==> src/hdl/rppr_ram.sv <==
// Generic simple dual-port RAM with one write port and one registered read port.
`default_nettype none
module rppr_ram #(
    parameter int WIDTH = 8,
    parameter int DEPTH = 16
) (
    input  wire logic                     i_clk,
    input  wire logic                     i_we,
    input  wire logic [$clog2(DEPTH)-1:0] i_waddr,
    input  wire logic [WIDTH-1:0]         i_wdata,
    input  wire logic [$clog2(DEPTH)-1:0] i_raddr,
    output logic      [WIDTH-1:0]         o_rdata
);
    logic [WIDTH-1:0] r_mem [DEPTH];

    always_ff @(posedge i_clk) begin
        if (i_we) begin
            r_mem[i_waddr] <= i_wdata;
        end
        o_rdata <= r_mem[i_raddr];
    end
endmodule
`default_nettype wire

==> config.mk <==
export PLATFORM = sky130hd
export DESIGN_NAME = rppr_ram
export DESIGN_NICKNAME = d
export VERILOG_FILES = /design/src/hdl/rppr_ram.sv
export SDC_FILE = /design/constraint.sdc
export NUM_CORES = 1
export LEC_CHECK = 0
export BUFFER_PORTS_ARGS = -buffer_cell sky130_fd_sc_hd__buf_2
export CAP_MARGIN = 0
export CORE_MARGIN = 3
export CORE_UTILIZATION = 54
export CTS_CLUSTER_DIAMETER = 200
export DETAILED_ROUTE_END_ITERATION = 8
export PLACE_DENSITY = 0.74
export SLEW_MARGIN = 20
export SYNTH_ARGS = -nofsm -noshare
export SYNTH_HDL_FRONTEND = slang
export SYNTH_SLANG_ARGS = --single-unit
==> constraint.sdc <==
create_clock -name i_clk -period 1.6 [get_ports i_clk]
set_input_delay 0.08 -clock i_clk [delete_from_list [all_inputs] [get_ports i_clk]]
set_output_delay 0.08 -clock i_clk [all_outputs]
set_load 0.05 [all_outputs]
==> flow_summary.yaml <==
setup_path:
  cpPeakStageDelay_ns: 0.52
  crit_family: "multiplexers"
  cpMaxStageDelayCell: "mux4_1"
  crit_buf_inv: 0
  start_kind: "register"
  criticalPathCategory: "register to register"
  arrival_ns: 1.77
  critical_path.endpoint_type: "register"
  cp.required_ns: 2.00
  cp_cell_sequence: "mux4_1, a22oi_1, nand2_1"
  critical_path.max_fanout: 1
  crit_path_start: "r_mem[8][1]"
  rr_startpoint: "r_mem[8][1]"
synth:
  ys_dominant_reg_cell: "edfxtp_1"
  yosysMostFrequentCell: "edfxtp_1"
  yosysSeqAreaShare_pct: 77.8
  synth.area.top_cells: "edfxtp_1 (75%), mux4_2 (7.9%), mux4_1 (7.1%), dfxtp_1 (3.1%), a22oi_1 (2.3%)"
  synth_edf_count: 128
  async_reset_ff_share_pct: 0
  ys_types: 19
  ys_seq_elements: 136
  synth_top_area_share_pct: 74.7
  synth_warnings: 0
  avgSynthCellArea_sq_um: 22.5
  syn_inst: 229
  syn_nets: 247
  synth_area_sq_um: 5150
  yosysTopAreaCell: "edfxtp_1"
  synthTopCellsByCount: "edfxtp_1 (128), mux4_2 (18), a22oi_1 (16), mux4_1 (14), nor2_1 (13)"
die:
  die_y_microns: 104
  core_area_sq_um: 8980
  fp.dieW_microns: 104
  start_util_pct: 57.3
  row_count: 34
  dieArea_sq_um: 10700
  top_level_ports: 26
placement:
  place.gp.congestion: 0.723
  port_buffers: 25
  dp_cells: 392
  dpl_cell_area_sq_um: 5550
  dp_hpwl_microns: 5860
  place_worst_setup_slack_ns: 0.118
layout:
  fin_util_pct: 68.8
  final_cell_count_no_fill: 432
  drive_above_1_share_pct: 31.4
  area_delta_synth_final_pct: 20.0
  n_antenna_cell: 0
  final_nets: 311
  finalInstanceArea_sq_um: 6180
clocking:
  clk_latency_ns: 0.52
  cts.clk_slew.worst_paths_ns: 0.06
  cts_tree: "built"
  cts_buffers: 17
  cts-root-buf: "clkbuf_8"
  htreeDepth: 4
  post_cts.resized_instances: 0
  cts.sinks: 136
  cts.path.max_buffers: 2
route:
  drt-initial-drc-count: 193
  dr_total_vias: 2462
  routed_wl_microns: 9720
  route.detailed.drc: 0
  routedWlPerCell_microns: 22.5
  via_per_inst: 5.70
  firstDrtPassIters: 4
  postRouteAntennaNets: 0
grt:
  antenna_found_initial: 0
  grt_pass1_wl_microns: 15000
  overflow: 0
  track_usage_pct: 19.6
  grt_max_degree: 33
  grt_pass1_vias: 2628
sta:
  min_period_over_period_pct: 85.6
  max_slew.worst_pin.slew_ns: 0.383
  final-max-slew-violation-count: 0
  fmax_ghz: 0.730
  slew_headroom_pct: 74.5
  rsz0062_at_grt: "no"
  holdWs_ns: 0.120
  hold_viol: 0
  fin_ws_ns: 0.231
  skew_ns: 0.00854
  finalSetupViolations: 0
  post-route-min-period_ns: 1.37
  finalSetupTns_ns: 0
hold_path:
  min_from: "i_waddr[0]"
  hold_class: "primary input to register"
power_and_ir_drop:
  ir_drop_v: 0.000811
  power.density_nw_per_um2: 1300
  totalPowerFinal_mw: 8.05
  p_leak_nw: 2.12
status:
  status: "finished, final reports clean"
flow_run:
  drv_cap: 0
layer usage:
layer	track usage [%]	routed length, microns
met1	26.8	4090
met2	30.6	4910
met3	5.91	623
met4	6.55	95
met5	0	0
report_power, final:
| part | total, mW | switching, mW | internal, mW |
|---|---|---|---|
| Clock | 3.58 | 1.39 | 2.19 |
| Sequential | 4.01 | 0.0276 | 3.98 |
| Combinational | 0.463 | 0.282 | 0.181 |
| Total | 8.05 | 1.70 | 6.36 |
cell usage in the layout (no fill, tap or decap), types with 9 or more instances in the layout:
master and n:
edfxtp_1 128, buf_2 25, buf_4 19, mux4_2 18
a22oi_1 16, clkbuf_16 16, mux4_1 14, nor2_1 13
nand2_1 9
area by class of cell:
class | instances | area, sq um
Clock buffer | 18 | 418
Tap cell | 126 | 158
Clock inverter | 14 | 134
Multi-Input combinational cell | 83 | 1060
Sequential cell | 136 | 4000
Timing Repair Buffer | 55 | 408
Fill cell | 540 | 2800
worst min-delay path, stage by stage:
cell and delay, ns:
buf_2 0.14, nor3_1 0.06, buf_4 0.18
cells by family after synthesis:
group                  count (synthesis)  synth area share [%]
DFF                                  136                  77.8
and+or+nand+nor                       35                  3.18
buffers and inverters                 10                  1.68
muxes                                 32                  15.0
AOI/OAI and AO/OA                     16                  2.33
registers in the layout, indices dropped and copies added (netlist names):
name,cells
r_mem,128
o_rdata,8
timing repair:
action,CTS,global route
hold buffers,8,0
hold endpoints to repair,128,0
buffers inserted,0,0
worst paths after layout:
kind                               endpoint  slack (ns)  cells after the start
worst min register to register   o_rdata[5]        0.67                      3
worst max-delay path             o_rdata[1]        0.23                      3
worst min-delay path            r_mem[8][4]        0.12                      3
worst max register to register   o_rdata[1]        0.23                      3
(Power assumes the default switching activity.)
