**src/hdl/rppr_pkg.sv**
```systemverilog
// Package with the shared widths, sizes and command codes of the reader progress rank block.
`default_nettype none
package rppr_pkg;
    localparam int USER_W    = 16;
    localparam int PAGE_W    = 10;
    localparam int MARK_W    = PAGE_W + 1;
    localparam int CNT_W     = 17;
    localparam int FRAC_W    = 17;
    localparam int USERS     = 1 << USER_W;
    localparam int PAGES     = 1 << PAGE_W;
    localparam int CNT_DEPTH = PAGES + 1;
    localparam int CNT_AW    = $clog2(CNT_DEPTH);
    localparam int DIV_STEPS = CNT_W + 16;
    localparam int DIV_CW    = $clog2(DIV_STEPS);

    localparam logic [FRAC_W-1:0] FRAC_ONE = FRAC_W'(1 << 16);

    localparam logic CMD_READ  = 1'b0;
    localparam logic CMD_QUERY = 1'b1;
endpackage
`default_nettype wire

```
**src/hdl/rppr_div.sv**
```systemverilog
// Bit-serial restoring divider for the rank fraction, with the quotient capped at 1.0.
`default_nettype none
module rppr_div (
    input  wire logic                        i_clk,
    input  wire logic                        i_rst_n,
    input  wire logic                        i_start,
    input  wire logic [rppr_pkg::CNT_W-1:0]  i_num,
    input  wire logic [rppr_pkg::CNT_W-1:0]  i_den,
    output logic                             o_done,
    output logic      [rppr_pkg::FRAC_W-1:0] o_quot
);
    logic                                r_busy;
    logic                                r_done;
    logic [rppr_pkg::DIV_CW-1:0]         r_cnt;
    logic [rppr_pkg::CNT_W-1:0]          r_den;
    logic [rppr_pkg::CNT_W-1:0]          r_rem;
    logic [rppr_pkg::DIV_STEPS-1:0]      r_dvd;
    logic [rppr_pkg::DIV_STEPS-1:0]      r_quot;
    logic [rppr_pkg::CNT_W:0]            n_shift;
    logic [rppr_pkg::CNT_W:0]            n_diff;
    logic                                n_qbit;

    always_comb begin
        n_shift = {r_rem, r_dvd[rppr_pkg::DIV_STEPS-1]};
        n_diff  = n_shift - {1'b0, r_den};
        n_qbit  = (n_shift >= {1'b0, r_den});
    end

    always_ff @(posedge i_clk) begin
        if (!i_rst_n) begin
            r_busy <= 1'b0;
            r_done <= 1'b0;
            r_cnt  <= '0;
        end else begin
            r_done <= 1'b0;
            if (i_start) begin
                r_busy <= 1'b1;
                r_cnt  <= '0;
            end else if (r_busy) begin
                r_cnt <= r_cnt + 1'b1;
                if (r_cnt == rppr_pkg::DIV_CW'(rppr_pkg::DIV_STEPS - 1)) begin
                    r_busy <= 1'b0;
                    r_done <= 1'b1;
                end
            end
        end
    end

    always_ff @(posedge i_clk) begin
        if (i_start) begin
            r_den  <= i_den;
            r_rem  <= '0;
            r_dvd  <= {i_num, 16'd0};
            r_quot <= '0;
        end else if (r_busy) begin
            r_rem  <= n_qbit ? n_diff[rppr_pkg::CNT_W-1:0] : n_shift[rppr_pkg::CNT_W-1:0];
            r_dvd  <= {r_dvd[rppr_pkg::DIV_STEPS-2:0], 1'b0};
            r_quot <= {r_quot[rppr_pkg::DIV_STEPS-2:0], n_qbit};
        end
    end

    always_comb begin
        if ((|r_quot[rppr_pkg::DIV_STEPS-1:rppr_pkg::FRAC_W])
                || (r_quot[rppr_pkg::FRAC_W-1:0] > rppr_pkg::FRAC_ONE)) begin
            o_quot = rppr_pkg::FRAC_ONE;
        end else begin
            o_quot = r_quot[rppr_pkg::FRAC_W-1:0];
        end
    end

    assign o_done = r_done;
endmodule
`default_nettype wire

```
**config.mk**
```make
export PLATFORM = sky130hd
export DESIGN_NAME = rppr_div
export DESIGN_NICKNAME = d
export VERILOG_FILES = /design/src/hdl/rppr_pkg.sv /design/src/hdl/rppr_div.sv
export SDC_FILE = /design/constraint.sdc
export NUM_CORES = 1
export LEC_CHECK = 0
export ABC_AREA = 1
export BUFFER_PORTS_ARGS = -buffer_cell sky130_fd_sc_hd__buf_2
export CAP_MARGIN = 15
export CORE_UTILIZATION = 45
export DETAILED_ROUTE_END_ITERATION = 10
export GPL_TIMING_DRIVEN = 0
export SLEW_MARGIN = 5
export SYNTH_ARGS = -nofsm -noshare
export SYNTH_HDL_FRONTEND = slang
export SYNTH_SLANG_ARGS = --single-unit
```
**constraint.sdc**
```tcl
create_clock -name i_clk -period 2.65 [get_ports i_clk]
set_clock_uncertainty 0.2 [all_clocks]
set_input_delay 0.1325 -clock i_clk [delete_from_list [all_inputs] [get_ports i_clk]]
set_output_delay 0.1325 -clock i_clk [all_outputs]
set_load 0.005 [all_outputs]
```
==> results of run 1 <==
-- registers in the layout (all words and copies together) (netlist names) --
register and count:
r_cnt 6, r_den 17, r_busy 1, r_rem 17, r_dvd 17, o_done 1
r_quot 33
-- synth_stat cells, types with 3 or more instances --
master,instances
nand2_1,173
inv_1,111
dfxtp_1,58
nand3_1,41
nor2_1,38
edfxtp_1,34
o22ai_1,33
ha_1,19
nand4_1,15
a21oi_1,14
clkbuf_1,11
o21ai_0,9
nor3_1,7
nand2_2,6
nor4_1,5
xnor2_1,5
nor2_2,4
buf_1,3
-- path summary, 6_finish.rpt --
check,endpoint,slack (ns),startpoint,cells after the start
min reg2reg,r_rem[14],0.28,r_rem[14],2
min,r_den[7],0.08,i_start,1
max reg2reg,r_rem[5],0.24,r_dvd[32],13
max,r_rem[5],0.24,r_dvd[32],13
-- through the flow --
step / util (%) / hold slack, ns / std cells / setup slack (ns)
final: 57.7 / 0.0768 / 851 / 0.243
after global routing: 57.7 / 0.0873 / 851 / 0.0386
after CTS: 57.6 / 0.0775 / 851 / 0.138
after detailed placement: 51.7 / 0.111 / 800 / 0.153
after global placement: 51.6 / 0.109 / 799 / -0.00798
after floorplan: - / 0.0314 / 612 / 0.462
-- per-layer routing --
metal	up-vias	global-route usage, %	wire length [µm]
met5	-	0	0
met4	0	6.43	137
met3	10	3.32	274
met2	58	35.0	4900
met1	1843	25.4	4810
li1	2170	-	-
-- repair_timing --
action / in CTS / in global routing
resized for setup: 0 / 2
endpoints found under the hold margin: 42 / 0
hold buffers: 35 / 0
endpoints found under the setup margin: 0 / 7
-- logic make-up (layout without fill, tap and decap cells) --
family / count (synthesis) / in the layout / synth area share, %
fa+ha+maj: 20 / 20 / 5.49
flops: 92 / 92 / 46.4
buf+inv: 130 / 236 / 10.7
compound gates: 60 / 60 / 7.51
xor+xnor: 7 / 7 / 1.30
simple gates: 303 / 303 / 28.5
-- area by class of cell --
type	count	area [µm²]	area share (%)
Sequential cell	92	2180	38.0
Multi-Input combinational cell	390	2020	35.2
Timing Repair Buffer	90	636	11.1
Inverter	112	420	7.32
Clock buffer	11	174	3.03
Tap cell	133	166	2.90
Buffer	18	83.8	1.46
Clock inverter	5	60.1	1.05
-- power by group through the flow --
| stage | sequential [mW] | clock [mW] | combinational [mW] |
|---|---|---|---|
| 3_5_place_dp | 1.57 | 0 | 0.275 |
| 5_1_grt | 1.54 | 1.16 | 0.359 |
| 4_1_cts | 1.54 | 1.11 | 0.316 |
| 6_report | 1.54 | 1.08 | 0.317 |
| 2_1_floorplan | 1.57 | 0 | 0.188 |
| 3_3_place_gp | 1.57 | 0 | 0.270 |
==> results.txt, run 1 <==
First-pass GRT wire length: 17.5 mm
Die height: 104 µm
Yosys Warn Count: 0
Clock Power Share: 36.8%
N_diodes: 0
Register area share after synthesis: 46.4%
Commonest non-fill, non-tap cell in the layout: nand2_1
Largest net degree at the start of global routing: 22
Overall power: 2.93 mW
DR DRC count: 0
GRT Total Usage: 20.2%
Final Max Slew Viols: 0
Pre-antenna DRT Iters: 4
Worst hold path class: in -> reg
Initial Util: 47.2%
Clock latency on the worst-skew pair: 0.36 ns
Tcrit/Tclk final: 90.8%
Most frequent cells in the layout: nand2_1, inv_1, dfxtp_1, buf_2, nand3_1
CTS sink count: 92
Delay-heaviest family, CP: simple AND/OR/NAND/NOR gates
Layout cells sized above 1: 13.1%
Slowest-stage cell, CP: edfxtp_1
Per-cell routed wire length: 11.9 µm
Internal power: 2.21 mW
Total core area: 9950 µm²
# fillers: 958
DRT antenna net count: 0
Final setup TNS: 0 ns
Final #Nets: 770
Top cells by area, synth: dfxtp_1, edfxtp_1, nand2_1
Number of flops mapped to enable cells by yosys: 34
Crit path time final: 2.41 ns
Net Sw Frac: 24.6%
Clock Tree Buf Depth: 2
Relative slew slack: 56.1%
Number of buffers created by CTS: 9
Switch Pwr: 0.722 mW
DRT iter0 DRCs: 176
Drt total wl: 10.1 mm
HPWL after DPL: 7.48 mm
Synthesized net count: 669
Fin. Hold Viols: 0
Worst VDD drop: 0.352 mV
Worst path bufs/invs: 4
H-tree Lvls: 3
Cell area after synthesis: 4700 µm²
CP Max Fanout: 10
Std cell rows: 36
CP Launch Type: register
CTS tree: yes
Leakage power: 2.82 nW
Vias in the first global route: 3882
Top cell type's share of synthesized area: 24.7%
Fmax achieved: 415 MHz
Crit path arrival time: 2.46 ns
Setup Viol. Count Final: 0
Unrepaired setup endpoints after global routing: false
CP Class: reg -> reg
Mapped Cells: 612
Area grow syn2layout: 22.2%
Most used DFF post-synth: dfxtp_1
Seq cells post-synth: 92
Synth area leader: dfxtp_1
Distinct cells, synth: 36
PD cells: 511 nW/µm²
Synth Area per Inst: 7.68 µm²
Combinational share of power: 10.8%
PortBufs: 54
Fin area: 5740 µm²
I/O Pins: 55
CP endpoint kind: register
Postcts setup bufs: 0
Die area: 10900 µm²
CP peak stage delay: 0.38 ns
GP Congestion: 0.850
WP data required: 2.70 ns
Initial antenna violation count: 0
CP cell instances: inv_1 > ha_1 > inv_1 > fa_2 > nand3_1 > nand3_2 > nand2_4 > nand2_4 > buf_6 > inv_2 > nand2_1 > nand3_1 > o21ai_0
Register share of total power: 52.4%
Max-Cap Viols: 0
Status: completed
GR Overflow Total: 0
DR vias/cell: 4.80
Cell Area, Placed: 5150 µm²
Worst-Margin Slew: 0.656 ns
CTS clk-pin slew, worst paths: 0.10 ns
Clock Root Buffer: clkbuf_8
Die W: 104 µm
DR vias: 4081
Asr flop ratio synth: 0%
Power figures use the tool's default switching activity.
==> run 2: changes to the inputs <==
- CORE_UTILIZATION: 45 -> 40
==> run 2 against run 1 <==
  * Combinational power about the same
  * Total power increased by 8.2%
  * Setup slack gained 0.018 ns
  * Sequential share of layout area down 0.55 points
  * Die area increased by 12%
  * Critical path depth did not move
  * Sequential power about the same
  * Register-to-register slack improved by 0.02 ns
  * Maximum frequency grew 0.75%
  * Sequential cell count unchanged
  * Via count fell by 0.76%
  * Critical path type unchanged
  * Critical endpoint unchanged
  * Largest power group unchanged
  * Highest routed layer unchanged
==> results.txt, run 2 (synthesis results as in run 1) <==
# fillers: 1140
Largest net degree at the start of global routing: 22
Pre-antenna DRT Iters: 4
Worst-Margin Slew: 0.788 ns
WP data required: 2.68 ns
Final #Nets: 770
CP cell instances: inv_1 > ha_1 > inv_1 > fa_2 > nand3_1 > nand3_2 > nand2_4 > nand2_4 > buf_6 > inv_2 > nand2_1 > nand3_1 > o21ai_0
Overall power: 3.17 mW
CTS tree: yes
First-pass GRT wire length: 17.3 mm
H-tree Lvls: 3
CTS clk-pin slew, worst paths: 0.07 ns
Setup Viol. Count Final: 0
Clock Root Buffer: clkbuf_16
CP Max Fanout: 10
Crit path depth: 13
Hold depth: 1
Area grow syn2layout: 24.0%
PortBufs: 54
Post-Layout Cell Count: 861
Initial Util: 41.1%
Final WS setup: 0.261 ns
DRT antenna net count: 0
Final core occ: 51.0%
HPWL after DPL: 7.64 mm
Delay-heaviest family, CP: simple AND/OR/NAND/NOR gates
Worst hold path class: in -> reg
Layout cells sized above 1: 13.2%
Final setup TNS: 0 ns
Worst VDD drop: 0.442 mV
Unrepaired setup endpoints after global routing: false
Clock Tree Buf Depth: 2
Status: completed
Final Max Slew Viols: 0
Max reg flops: 33
CP peak stage delay: 0.38 ns
DR vias/cell: 4.70
Per-cell routed wire length: 12.0 µm
I/O Pins: 55
Clock latency on the worst-skew pair: 0.35 ns
Total core area: 11400 µm²
Vias in the first global route: 3800
Drt total wl: 10.3 mm
Most frequent cells in the layout: nand2_1, inv_1, dfxtp_1, buf_2, nand3_1
Die height: 110 µm
Postcts setup bufs: 0
Fin area: 5830 µm²
N_diodes: 0
Depth of the most critical reg-to-reg path: 13
GRT Total Usage: 18.6%
DRT iter0 DRCs: 177
Crit path time final: 2.39 ns
Crit path arrival time: 2.42 ns
Fin. Hold Viols: 0
WHS: 0.0915 ns
FF+latch area: 2180 µm²
Tcrit/Tclk final: 90.2%
CP Class: reg -> reg
Leakage power: 2.85 nW
Placed cell count: 810
Worst path bufs/invs: 4
Die W: 110 µm
DR DRC count: 0
GR Overflow Total: 0
Fmax achieved: 419 MHz
Worst slack at placement: 0.175 ns
Max-Cap Viols: 0
Relative slew slack: 47.5%
Cell Area, Placed: 5160 µm²
Die area: 12200 µm²
Top reg by flops: r_quot
CTS sink count: 92
Multi-input logic area: 2020 µm²
Initial antenna violation count: 0
DR vias: 4050
CP Launch Type: register
PD cells: 544 nW/µm²
CP endpoint kind: register
GP Congestion: 0.872
Std cell rows: 39
Commonest non-fill, non-tap cell in the layout: nand2_1
Slowest-stage cell, CP: edfxtp_1
Number of buffers created by CTS: 9
run 2: cell count changes in the layout (fill, tap and decap cells not counted):
cell	change
clkinvlp_4	+1
clkbuf_8	-9
inv_6	-1
clkbuf_16	+7
clkinv_1	-1
clkinv_4	+1
inv_8	+1
inv_4	+1
run 2: cell type report:
class | instances | share of cell area [%]
inverter | 112 | 7.21
buffer | 18 | 1.44
timing repair buffer | 90 | 10.9
clock buffer | 9 | 3.87
clock inverter | 7 | 1.40
tap | 143 | 3.07
sequential | 92 | 37.4
multi-input combinational | 390 | 34.7
run 2: worst paths after layout:
check	start	to	slack, ns
max	r_dvd[32]	r_rem[5]	0.26
min	i_start	r_den[7]	0.09
max reg2reg	r_dvd[32]	r_rem[5]	0.26
min reg2reg	r_rem[14]	r_rem[14]	0.27
run 2: worst reg2reg max path, stage by stage (launching register included):
cell,delay [ns]
edfxtp_1,0.38
inv_1,0.10
ha_1,0.15
inv_1,0.08
fa_2,0.38
nand3_1,0.14
nand3_2,0.13
nand2_4,0.14
nand2_4,0.07
buf_6,0.16
inv_2,0.12
nand2_1,0.08
nand3_1,0.06
o21ai_0,0.08
run 2: timing repair:
| item | CTS | global route |
|---|---|---|
| gates resized for setup | 0 | 2 |
| endpoints found under the setup margin | 0 | 6 |
| endpoints found under the hold margin | 38 | 0 |
| hold buffers | 35 | 0 |
run 2: where the power goes:
group	leakage, nW	switching [mW]	internal, mW
Sequential	0.809	0.0159	1.52
Combinational	1.89	0.186	0.130
Clock	0.149	0.570	0.746
Total	2.85	0.771	2.40
run 2: layer usage:
layer	share of wire [%]	wire length, µm	track usage, %	vias up
li1	-	-	-	2173
met1	47	4850	22.7	1822
met2	49	5090	31.9	47
met3	2.7	284	4.59	8
met4	1.2	123	6.30	0
met5	0	0	0	-
